`config.mk`:
```
export PLATFORM = sky130hd
export DESIGN_NAME = irt_cell
export DESIGN_NICKNAME = d
export VERILOG_FILES = /design/src/sv/irt_pkg.sv /design/src/sv/irt_cell.sv
export SDC_FILE = /design/constraint.sdc
export NUM_CORES = 1
export LEC_CHECK = 0
export ABC_AREA = 1
export BUFFER_PORTS_ARGS = -buffer_cell sky130_fd_sc_hd__buf_4
export CORE_MARGIN = 10
export CORE_UTILIZATION = 58
export CTS_BUF_LIST = sky130_fd_sc_hd__clkbuf_16
export DETAILED_ROUTE_END_ITERATION = 8
export GPL_TIMING_DRIVEN = 0
export PLACE_DENSITY = 0.95
export SLEW_MARGIN = 0
export SYNTH_ARGS = -nofsm -noshare
export SYNTH_HDL_FRONTEND = slang
export SYNTH_SLANG_ARGS = --single-unit
```
`constraint.sdc`:
```
create_clock -name clk -period 4.87 [get_ports clk]
set_input_delay 0 -clock clk [delete_from_list [all_inputs] [get_ports clk]]
set_output_delay 0 -clock clk [all_outputs]
set_load 0.05 [all_outputs]
```
`src/sv/irt_pkg.sv`:
```
package irt_pkg;

    localparam int VALUE_W = 32;
    localparam int FIELD_W = 9;

    localparam logic KIND_INSERT = 1'b0;
    localparam logic KIND_READ   = 1'b1;

    typedef enum logic [1:0] {
        ERR_OK        = 2'd0,
        ERR_FULL      = 2'd1,
        ERR_UNWRITTEN = 2'd2
    } err_code_t;

    typedef struct packed {
        logic                      kind;
        logic signed [VALUE_W-1:0] sample_value;
        logic [FIELD_W-1:0]        read_slot;
    } in_item_t;

    typedef struct packed {
        logic [FIELD_W-1:0]        entry_rank;
        logic [FIELD_W-1:0]        entry_slot;
        logic signed [VALUE_W-1:0] entry_value;
        logic [1:0]                error_code;
    } out_item_t;

    // fixed-width part of the transaction that walks down the cell chain
    typedef struct packed {
        logic                      valid;
        logic                      is_read;
        err_code_t                 err;
        logic signed [VALUE_W-1:0] value;
        logic [FIELD_W-1:0]        slot;
    } pkt_t;

endpackage

```
`src/sv/irt_cell.sv`:
```
module irt_cell #(
    parameter int IDX_W      = 9,
    parameter int CELL_INDEX = 0
) (
    input  logic              clk,
    input  logic              rst_n,
    input  logic              en,
    input  irt_pkg::pkt_t     pkt_in,
    input  logic [IDX_W-1:0]  tgt_in,
    input  logic [IDX_W-1:0]  cnt_in,
    output irt_pkg::pkt_t     pkt_out,
    output logic [IDX_W-1:0]  tgt_out,
    output logic [IDX_W-1:0]  cnt_out
);

    localparam logic [IDX_W-1:0] MY_INDEX = IDX_W'(CELL_INDEX);

    logic signed [irt_pkg::VALUE_W-1:0] value_reg;
    logic signed [irt_pkg::VALUE_W-1:0] value_next;
    logic [IDX_W-1:0]                   rank_reg;
    logic [IDX_W-1:0]                   rank_next;

    irt_pkg::pkt_t    pkt_reg;
    irt_pkg::pkt_t    pkt_next;
    logic [IDX_W-1:0] tgt_reg;
    logic [IDX_W-1:0] cnt_reg;
    logic [IDX_W-1:0] cnt_next;

    logic here;
    logic occupied;
    logic greater;

    // cells below the transaction's target slot hold live entries
    assign here     = (tgt_in == MY_INDEX);
    assign occupied = (MY_INDEX < tgt_in);
    assign greater  = (value_reg > pkt_in.value);

    always_comb
    begin
        pkt_next   = pkt_in;
        cnt_next   = cnt_in;
        value_next = value_reg;
        rank_next  = rank_reg;
        if (pkt_in.valid && pkt_in.err == irt_pkg::ERR_OK)
        begin
            if (!pkt_in.is_read)
            begin
                if (occupied)
                begin
                    if (greater)
                    begin
                        rank_next = IDX_W'(rank_reg + 1'b1);
                    end
                    else
                    begin
                        cnt_next = IDX_W'(cnt_in + 1'b1);
                    end
                end
                if (here)
                begin
                    // all earlier cells have counted by now, so the rank is final
                    value_next = pkt_in.value;
                    rank_next  = cnt_in;
                end
            end
            else if (here)
            begin
                pkt_next.value = value_reg;
                cnt_next       = rank_reg;
            end
        end
    end

    always_ff @(posedge clk)
    begin
        if (en)
        begin
            value_reg <= value_next;
            rank_reg  <= rank_next;
        end
    end

    always_ff @(posedge clk or negedge rst_n)
    begin
        if (!rst_n)
        begin
            pkt_reg <= '0;
            tgt_reg <= '0;
            cnt_reg <= '0;
        end
        else if (en)
        begin
            pkt_reg <= pkt_next;
            tgt_reg <= tgt_in;
            cnt_reg <= cnt_next;
        end
    end

    assign pkt_out = pkt_reg;
    assign tgt_out = tgt_reg;
    assign cnt_out = cnt_reg;

endmodule
```
Word level (Yosys, flattened, before mapping). Cells that the tools add are included.

Add/sub/neg operators: 2. Order comparisons: 2. Multiplexer cells: 11. Bitwise operators: 1. Reduce and logical (&&, ||, !) cells: 7.

Operator list (number): 32-bit two-way mux (3); 9-bit two-way mux (8); 32-bit greater-than comparator (1); 9-bit by 1-bit adder with 9-bit output (second input constant) (2); 9-bit logical NOT (1); 1-bit by 9-bit < comparator with 1-bit output (first input constant) (1); 5-bit AND reduction (1); 4-bit AND reduction (1); 2-bit nonzero test (2); 2-bit logical NOT (1); 1-bit logical AND (1); 1-bit NOT (1).

Register bits: 104. Input port bits: 66. Output and inout port bits: 63. Word-level logic and storage cells: 32.

Depth between registers and ports, before layout. Gate-level depths: netlist of run 1.

Word-level depth: 5. Depth in mapped cells: 21. Depth with buffers taken out: 21.

Least setup slack after synthesis of run 1. OpenSTA, ideal clock, no wires.

Path kind: input-to-reg. From: in tgt_in[1]. To: reg value_reg[0] (netlist bit) (enable). Setup time: 0.421 ns. Data arrival time: 2.172 ns. Data required time: 4.449 ns. Slack: 2.277 ns. Cell stages on the path: 5. Buffers on the path: 1. Cell sequence: or3_1 nor2_4 inv_2 buf_2 nor2_1.

Longest elaborated chain between the ends: 2.

Ends and longest elaborated chain: start, declared (RTL line irt_cell.sv:9) `input logic [IDX_W-1:0] tgt_in,`; 9-bit logical NOT (RTL line irt_cell.sv:34) `assign here = (tgt_in == MY_INDEX);`; 4-bit AND reduction (no source line); end signal, assigned (RTL line irt_cell.sv:78) `value_reg <= value_next;`; end, declared (RTL line irt_cell.sv:18) `logic signed [irt_pkg::VALUE_W-1:0] value_reg;`.

Every way passes these cells. A chain may end at the register's enable or synchronous reset.

Worst setup path after layout of run 1.
From: reg value_reg[31] (netlist bit). To: reg rank_reg[5] (enable).

Longest elaborated chain between the ends: 3.

Ends and longest elaborated chain: 32-bit greater-than comparator (RTL line irt_cell.sv:36) `assign greater = (value_reg > pkt_in.value);`; 2-bit nonzero test (no source line); 5-bit AND reduction (no source line); end signal, assigned (RTL line irt_cell.sv:79) `rank_reg <= rank_next;`; end, declared (RTL line irt_cell.sv:20) `logic [IDX_W-1:0] rank_reg;`.

Every way passes these cells.

==> metrics.yaml, run 1 <==
fin_skew_ns: 0.0138
vias: 5395
route.detailed.drc: 0
synth_top_area_cell: "dfrtp_1"
switching_share_pct: 32.3
end_kind: "register"
wire_per_inst_um: 17.8
p_int_mw: 1.53
synthTopCellsByArea: "dfrtp_1 29%, edfxtp_1 22%, nand2_1 15%"
ant_nets: 0
dieArea_um2: 13800
max_freq_ghz: 0.324
p_comb_share_pct: 23.5
syn_to_final_growth_pct: 37.1
finalInstanceArea_um2: 7520
ys_top_cells_by_count: "225 x nand2_1, 63 x dfrtp_1, 61 x a21oi_1"
die_h_um: 117
worstPathRequired_ns: 4.84
dr.first_iter.drc_count: 460
crit_path_cell_trace: "ha_1 -> nand2_1 -> nor2_2 -> nand2_1 -> nor3b_2 -> nand2_1 -> nand3_1 -> nand3_4 -> buf_6 -> a21oi_1"
synth.avg_cell_area_um2: 8.47
fin_ws_ns: 1.78
arrival_ns: 3.06
yosysWarningCount: 0
rsz0062_at_grt: "no"
port_buffers: 128
grt_max_degree: 64
hold_viol: 0
root_buffer: "clkbuf_16"
status: "finished, final reports clean"
largest_reg_flops: 45
slowest_delay_ns: 0.71
relSlewSlack_pct: 32.2
finalPower_mw: 2.25
die_w_um: 117
yosysMostFrequentCell: "nand2_1"
maxCapViolCount: 0
clkPwrFrac_pct: 32.6
rows: 35
grt.total_usage_pct: 25.9
cp_common_cell: "nand2_1"
hold_class: "in2reg"
h-tree-depth: 3
drt_pass1_iterations: 5
synth-edff-count: 41
drive_gt1_share_pct: 20.1
ys_ff_latch: 104
synth_nets: 748
clock_sinks: 104
overflow: 0
antenna_found_initial: 1
synth_area_um2: 5490
period_minus_slack_ns: 3.09
syn_inst: 648
tritoncts: "yes"
worstSkewPairLatency_ns: 0.35
cts_buffers: 9
path_max_fanout: 10
ys_async_sr_fraction_pct: 60.6
start_util_pct: 59.4
pre_cts_ws_ns: 1.81
fin_nets: 947
final_max_slew_viol_count: 0
wl_um: 17500
vias_per_cell: 5.49
yosysUniqueCellTypes: 37
p_sw_mw: 0.728
hpwl_um: 11700
cellPowerDensity_nw_per_um2: 300
core_um2: 9240
setup_viol_count_final: 0
final_core_util_pct: 81.4
dpl_cell_area_um2: 6620
ys_seq_area_share_pct: 51.1
ir_worst_vdd_uv: 242
slowest_stage: "a21oi_1"
clk_pin_slew_ns: 0.07
worstSetupStartpointType: "register"
ioPinCount: 129
p_seq_share_pct: 43.9
final.setup.tns_ns: 0
p_leak_nw: 3.68
synth-main-ff-cell: "dfrtp_1"
worstMarginPinSlew_ns: 1.01
grt_pass1_vias: 5727
clock_path_buffers: 2
path_class: "reg2reg"
routabilityCongestion: 0.904
fill_cells: 532
grt_pass1_wl_um: 28000
period_share_pct: 63.4
synth.top_cell.area_share_pct: 28.7
cts_resized: 0
-- worst paths after layout --
check / start / endpoint / slack (ns) / cells after the start
worst max-delay path: value_reg[31] / rank_reg[5] / 1.78 / 10
worst min register to register: pkt_out[6] / pkt_out[6] / 0.48 / 2
max in group asynchronous: rst_n / pkt_out[18] / 4.04 / 2
min in group asynchronous: rst_n / cnt_out[3] / 0.28 / 2
worst max register to register: value_reg[31] / rank_reg[5] / 1.78 / 10
worst min-delay path: cnt_in[2] / rank_reg[2] / 0.01 / 3
-- power groups by stage --
stage / registers (mW) / logic (mW) / clock network, mW
2_1_floorplan: 1.17 / 0.123 / 0
3_3_place_gp: 1.00 / 0.469 / 0
3_5_place_dp: 1.01 / 0.480 / 0
4_1_cts: 0.988 / 0.522 / 0.737
5_1_grt: 0.995 / 0.566 / 0.771
6_report: 0.990 / 0.530 / 0.734
-- what timing repair did --
action	in CTS	in global routing
buffers inserted	0	0
hold buffers	60	0
hold endpoints to repair	123	0
-- stage by stage --
stage,std cells,hold slack [ns]
after global placement,905,0.127
after CTS,981,0.00290
after detailed placement,905,0.140
after floorplan,648,-0.296
after global routing,982,0.0261
final,983,0.0136
-- cell type report --
class                      count  area, um2  area share [%]
sequential                   104       2810            37.3
clock inverter                 6       48.8           0.648
buffer                        27        121            1.61
clock buffer                  10        250            3.33
antenna                        2       5.00          0.0665
tap                          129        161            2.14
inverter                      61        229            3.04
multi-input combinational    456       2340            31.1
timing repair buffer         188       1560            20.8
-- placed cells by master, fill, tap and decap left out, types with 2 or more instances in the layout --
cell	count
a21oi_1	61
buf_1	3
buf_2	7
buf_4	129
clkbuf_1	15
clkbuf_16	10
clkinv_1	2
dfrtp_1	63
diode_2	2
dlygate4sd3_1	60
edfxtp_1	41
ha_1	34
inv_1	53
inv_2	7
inv_6	2
nand2_1	225
nand3_1	22
nand3_2	3
nand4_1	3
nor2_1	22
nor2_2	2
nor2_4	2
nor3_1	2
o21a_1	3
o21ai_0	23
o21ai_1	35
xnor2_1	2
xor2_1	5
-- worst max-delay path, delay by kind of cell, from the launching register on --
kind / cells / cell delay [ns]
compound gates: 1 / 0.71
fa+ha+maj: 1 / 0.36
buf+inv: 1 / 0.19
flops: 1 / 0.42
simple gates: 7 / 1.03
-- metal layers --
layer	vias to the layer above	track usage (%)	wire length (um)
li1	2527	-	-
met1	2552	29.2	6590
met2	261	45.4	8690
met3	55	6.17	1700
met4	0	12.0	537
met5	-	0	0
-- kinds of logic (layout without fill, tap and decap cells) --
logic type	after synthesis	count (layout)	synth area share, %
simple gates	289	289	21.8
compound gates	126	126	11.8
flops	104	104	51.1
buf+inv	88	292	6.38
fa+ha+maj	34	34	7.75
xor+xnor	7	7	1.12
other cells	0	2	0
Note: power is estimated with default switching activity, not from simulation.
==> run 2: changes to the inputs <==
--- a/config.mk
+++ b/config.mk
@@ -8,11 +8,11 @@
 export ABC_AREA = 1
 export BUFFER_PORTS_ARGS = -buffer_cell sky130_fd_sc_hd__buf_4
 export CORE_MARGIN = 10
-export CORE_UTILIZATION = 58
+export CORE_UTILIZATION = 54
 export CTS_BUF_LIST = sky130_fd_sc_hd__clkbuf_16
 export DETAILED_ROUTE_END_ITERATION = 8
 export GPL_TIMING_DRIVEN = 0
-export PLACE_DENSITY = 0.95
+export PLACE_DENSITY = 0.91
 export SLEW_MARGIN = 0
 export SYNTH_ARGS = -nofsm -noshare
 export SYNTH_HDL_FRONTEND = slang
==> constraint.sdc (replaced) <==
create_clock -name clk -period 3.2 [get_ports clk]
set_input_delay 0 -clock clk [delete_from_list [all_inputs] [get_ports clk]]
set_output_delay 0 -clock clk [all_outputs]
set_load 0.05 [all_outputs]
==> metrics.yaml, run 2 (synthesis results as in run 1) <==
fin_skew_ns: 0.00519
hpwl_um: 11700
die_w_um: 121
die_h_um: 121
core_um2: 9820
drt_pass1_iterations: 7
dieArea_um2: 14600
overflow: 0
drive_gt1_share_pct: 20.0
holdPathStages: 3
vias: 5296
crit_path_cell_trace: "ha_1 -> nand2_1 -> nor2_2 -> nand2_1 -> nor3b_2 -> nand2_1 -> nand3_1 -> nand3_4 -> buf_6 -> a21oi_2"
cp_common_cell: "nand2_1"
p_seq_share_pct: 45.4
slowest_stage: "a21oi_2"
p_leak_nw: 3.66
worstSkewPairLatency_ns: 0.35
largest_reg_flops: 45
worstMarginPinSlew_ns: 0.985
p_comb_share_pct: 24.1
worstPathRequired_ns: 3.18
cts_buffers: 9
period_share_pct: 87.3
final_max_slew_viol_count: 0
worstSetupStartpointType: "register"
root_buffer: "clkbuf_16"
fin_nets: 947
clkPwrFrac_pct: 30.5
wire_per_inst_um: 17.1
dp_cells: 909
ir_worst_vdd_uv: 269
clk_pin_slew_ns: 0.07
ff_latch_area_um2: 2810
p_sw_mw: 1.06
p_int_mw: 2.26
worstSetupPathDepth: 10
status: "finished, final reports clean"
maxCapViolCount: 0
rsz0062_at_grt: "no"
num_antenna_cells: 0
routabilityCongestion: 0.872
grt_pass1_vias: 5651
period_minus_slack_ns: 2.79
clock_sinks: 104
route.detailed.drc: 0
multi_input_area_um2: 2340
ioPinCount: 129
fill_cells: 647
path_max_fanout: 10
wl_um: 16900
relSlewSlack_pct: 34.2
clock_path_buffers: 2
hold_viol: 0
switching_share_pct: 31.9
dr.first_iter.drc_count: 520
arrival_ns: 2.78
end_kind: "register"
antenna_found_initial: 0
fin_cells: 985
hold_class: "in2reg"
vias_per_cell: 5.38
cp_num_buf_inv: 1
path_class: "reg2reg"
rows: 36
h-tree-depth: 3
slowest_delay_ns: 0.50
grt_pass1_wl_um: 27600
cellPowerDensity_nw_per_um2: 442
tritoncts: "yes"
port_buffers: 128
layout_common_cells: "225 x nand2_1, 129 x buf_4, 63 x dfrtp_1"
setup_viol_count_final: 0
grt_max_degree: 64
grt.total_usage_pct: 23.0
final.setup.tns_ns: 0
max_freq_ghz: 0.358
worst_path_dominant_cell_family: "simple AND/OR/NAND/NOR gates"
start_util_pct: 55.9
layout_commonest_cell: "nand2_1"
ant_nets: 0
syn_to_final_growth_pct: 36.5
reg2regPathDepth: 10
whs_ns: 0.0158
[run 2: layout make-up]
cell class,instances,area share [%]
multi-input cells,456,31.3
repair buffers,188,20.8
clock buffers,9,3.00
clock inverters,7,0.551
well taps,133,2.22
flip-flops and latches,104,37.5
inverters,61,3.05
plain buffers,27,1.62
[run 2: power by group through the flow]
stage / Combinational [mW] / Clock [mW] / Sequential [mW]
after floorplan: 0.188 / 0 / 1.78
after global placement: 0.715 / 0 / 1.53
after detailed placement: 0.733 / 0 / 1.53
after CTS: 0.796 / 1.03 / 1.50
after global routing: 0.856 / 1.07 / 1.51
final: 0.800 / 1.01 / 1.50
[run 2: layer usage]
metal	track usage, %	vias up	wire [um]
met5	0	-	0
met4	9.13	0	342
met3	5.86	34	1350
met2	40.5	231	8540
met1	26.1	2510	6650
li1	-	2521	-
[run 2: final timing paths]
kind                          startpoint           to  slack [ns]
min in group asynchronous          rst_n  pkt_out[41]        0.29
hold reg to reg               pkt_out[7]   pkt_out[7]        0.47
setup reg to reg           value_reg[31]  rank_reg[4]        0.41
hold / removal                 cnt_in[3]  rank_reg[3]        0.02
setup / recovery           value_reg[31]  rank_reg[4]        0.41
max in group asynchronous          rst_n  pkt_out[33]        2.35
[run 2: through the flow]
| stage | setup slack [ns] | util, % | instance area, um2 | power (mW) |
|---|---|---|---|---|
| floorplan | 0.607 | - | 5490 | 1.97 |
| detailed placement | 0.167 | 67.5 | 6630 | 2.26 |
| CTS | 0.112 | 76.3 | 7490 | 3.32 |
| finish | 0.406 | 76.3 | 7500 | 3.32 |
| global placement | -0.278 | 67.4 | 6620 | 2.24 |
| global route | 0.241 | 76.3 | 7500 | 3.44 |
[run 2: timing repair]
| action | in CTS | in global routing |
|---|---|---|
| setup endpoints to repair | 0 | 9 |
| setup buffers | 0 | 0 |
| endpoints found under the hold margin | 123 | 0 |
| hold buffers | 60 | 0 |
| resized for setup | 0 | 1 |
[run 2: worst register-to-register path, stage by stage (launching register included)]
cell,delay (ns)
edfxtp_1,0.40
ha_1,0.35
nand2_1,0.12
nor2_2,0.14
nand2_1,0.09
nor3b_2,0.24
nand2_1,0.11
nand3_1,0.12
nand3_4,0.16
buf_6,0.20
a21oi_2,0.51
==> run 3: changes to the inputs <==
--- a/config.mk
+++ b/config.mk
@@ -9,7 +9,6 @@
 export BUFFER_PORTS_ARGS = -buffer_cell sky130_fd_sc_hd__buf_4
 export CORE_MARGIN = 10
 export CORE_UTILIZATION = 54
-export CTS_BUF_LIST = sky130_fd_sc_hd__clkbuf_16
 export DETAILED_ROUTE_END_ITERATION = 8
 export GPL_TIMING_DRIVEN = 0
 export PLACE_DENSITY = 0.91
==> metrics.yaml, run 3 (synthesis results as in run 1) <==
max_freq_ghz: 0.358
layout_commonest_cell: "nand2_1"
reg2regPathDepth: 10
drt_pass1_iterations: 5
hold_viol: 0
status: "finished, final reports clean"
path_max_fanout: 10
dpl_cell_area_um2: 6630
antenna_found_initial: 0
ff2ff_setup_slack_ns: 0.41
cp-startpoint: "value_reg[31]"
post_cts_buffers: 0
hpwl_um: 11700
worstMarginPinSlew_ns: 1.02
grt_pass1_vias: 5638
die_h_um: 121
period_share_pct: 87.3
slowest_delay_ns: 0.52
wl_um: 16700
ff_latch_area_um2: 2810
cp_common_cell: "nand2_1"
cellPowerDensity_nw_per_um2: 414
worst_r2r_endpoint: "rank_reg[6]"
cts_buffers: 9
final_core_util_pct: 75.6
largest_reg_flops: 45
grt_pass1_wl_um: 27400
hold_class: "in2reg"
clock_path_buffers: 2
port_buffers: 128
worstSetupPathDepth: 10
root_buffer: "clkbuf_8"
end_kind: "register"
routabilityCongestion: 0.872
period_minus_slack_ns: 2.79
core_um2: 9820
worstPathRequired_ns: 3.22
drive_gt1_share_pct: 20.0
maxCapViolCount: 0
wire_per_inst_um: 17.0
p_leak_nw: 3.63
relSlewSlack_pct: 31.8
arrival_ns: 2.81
tritoncts: "yes"
clock_sinks: 104
fin_skew_ns: 0.00916
layout_common_cells: "225 x nand2_1, 129 x buf_4, 63 x dfrtp_1"
worstSetupStartpointType: "register"
multi_input_area_um2: 2340
grt_max_degree: 64
clk_pin_slew_ns: 0.10
route.detailed.drc: 0
fin_nets: 949
vias: 5290
grt.total_usage_pct: 22.9
reg2reg_from: "value_reg[31]"
worstHoldStart: "cnt_in[2]"
overflow: 0
ant_nets: 0
whs_ns: 0.0152
cp_num_buf_inv: 1
final_max_slew_viol_count: 0
finalInstanceArea_um2: 7420
syn_to_final_growth_pct: 35.2
crit_path_cell_trace: "ha_1 -> nand2_1 -> nor2_2 -> nand2_1 -> nor3b_2 -> nand2_1 -> nand3_1 -> nand3_4 -> buf_6 -> a21oi_2"
die_w_um: 121
ioPinCount: 129
num_antenna_cells: 0
h-tree-depth: 3
dr.first_iter.drc_count: 435
fill_cells: 662
vias_per_cell: 5.36
dieArea_um2: 14600
worstSkewPairLatency_ns: 0.38
finalPower_mw: 3.07
final.setup.tns_ns: 0
worst_path_dominant_cell_family: "simple AND/OR/NAND/NOR gates"
ir_worst_vdd_uv: 271
crit_end: "rank_reg[6]"
slowest_stage: "a21oi_2"
rsz0062_at_grt: "no"
path_class: "reg2reg"
rows: 36
setup_viol_count_final: 0
start_util_pct: 55.9
-- run 3: cell types whose count changed in the layout (fill, tap and decap cells not counted) --
cell / before / now
clkbuf_8: 0 / 10
clkbuf_16: 9 / 0
dlygate4sd3_1: 60 / 62
clkinv_1: 4 / 3
clkbuf_1: 15 / 16
inv_1: 53 / 52
-- run 3: how the worst min path moves through the flow --
| stage | to | slack [ns] | cells after the start |
|---|---|---|---|
| 2_1_floorplan | cnt_out[0] | -0.30 | 0 |
| 3_3_place_gp | pkt_out[41] | 0.13 | 1 |
| 3_5_place_dp | pkt_out[42] | 0.15 | 1 |
| 4_1_cts | rank_reg[2] | 0.01 | 3 |
| 5_1_grt | rank_reg[2] | 0.02 | 3 |
| 6_report | rank_reg[2] | 0.02 | 3 |
-- run 3: per-layer routing --
| metal | wire, um | GRT usage (%) | vias to the layer above |
|---|---|---|---|
| li1 | - | - | 2522 |
| met1 | 6670 | 26.4 | 2494 |
| met2 | 8470 | 40.2 | 240 |
| met3 | 1270 | 5.44 | 34 |
| met4 | 329 | 8.67 | 0 |
| met5 | 0 | 0 | - |
-- run 3: cell type report --
| cell class | count | share of cell area [%] |
|---|---|---|
| Tap cell | 133 | 2.24 |
| Clock buffer | 11 | 1.90 |
| Multi-Input combinational cell | 456 | 31.6 |
| Buffer | 27 | 1.63 |
| Clock inverter | 5 | 0.455 |
| Sequential cell | 104 | 37.8 |
| Timing Repair Buffer | 190 | 21.3 |
| Inverter | 61 | 3.08 |
-- run 3: through the flow --
stage                     cells  setup slack, ns
after global routing        987            0.249
after floorplan             648            0.607
after global placement      909           -0.278
final                       987            0.406
after CTS                   987            0.133
after detailed placement    909            0.167
-- run 3: worst reg2reg max path, cell delays in order, from the launching register on --
cell and delay [ns]:
edfxtp_1 0.40, ha_1 0.35, nand2_1 0.12, nor2_2 0.13, nand2_1 0.09, nor3b_2 0.24, nand2_1 0.11, nand3_1 0.12
nand3_4 0.16, buf_6 0.19, a21oi_2 0.52
-- run 3: where the power goes --
part | switching [mW] | internal (mW)
combinational | 0.519 | 0.281
clock | 0.464 | 0.304
sequential | 0.0466 | 1.46
total | 1.03 | 2.04
-- run 3: what timing repair did --
item | 4_1_cts | 5_1_grt
endpoints found under the hold margin | 125 | 0
gates resized for setup | 0 | 1
hold buffers | 62 | 0
setup endpoints to repair | 0 | 9
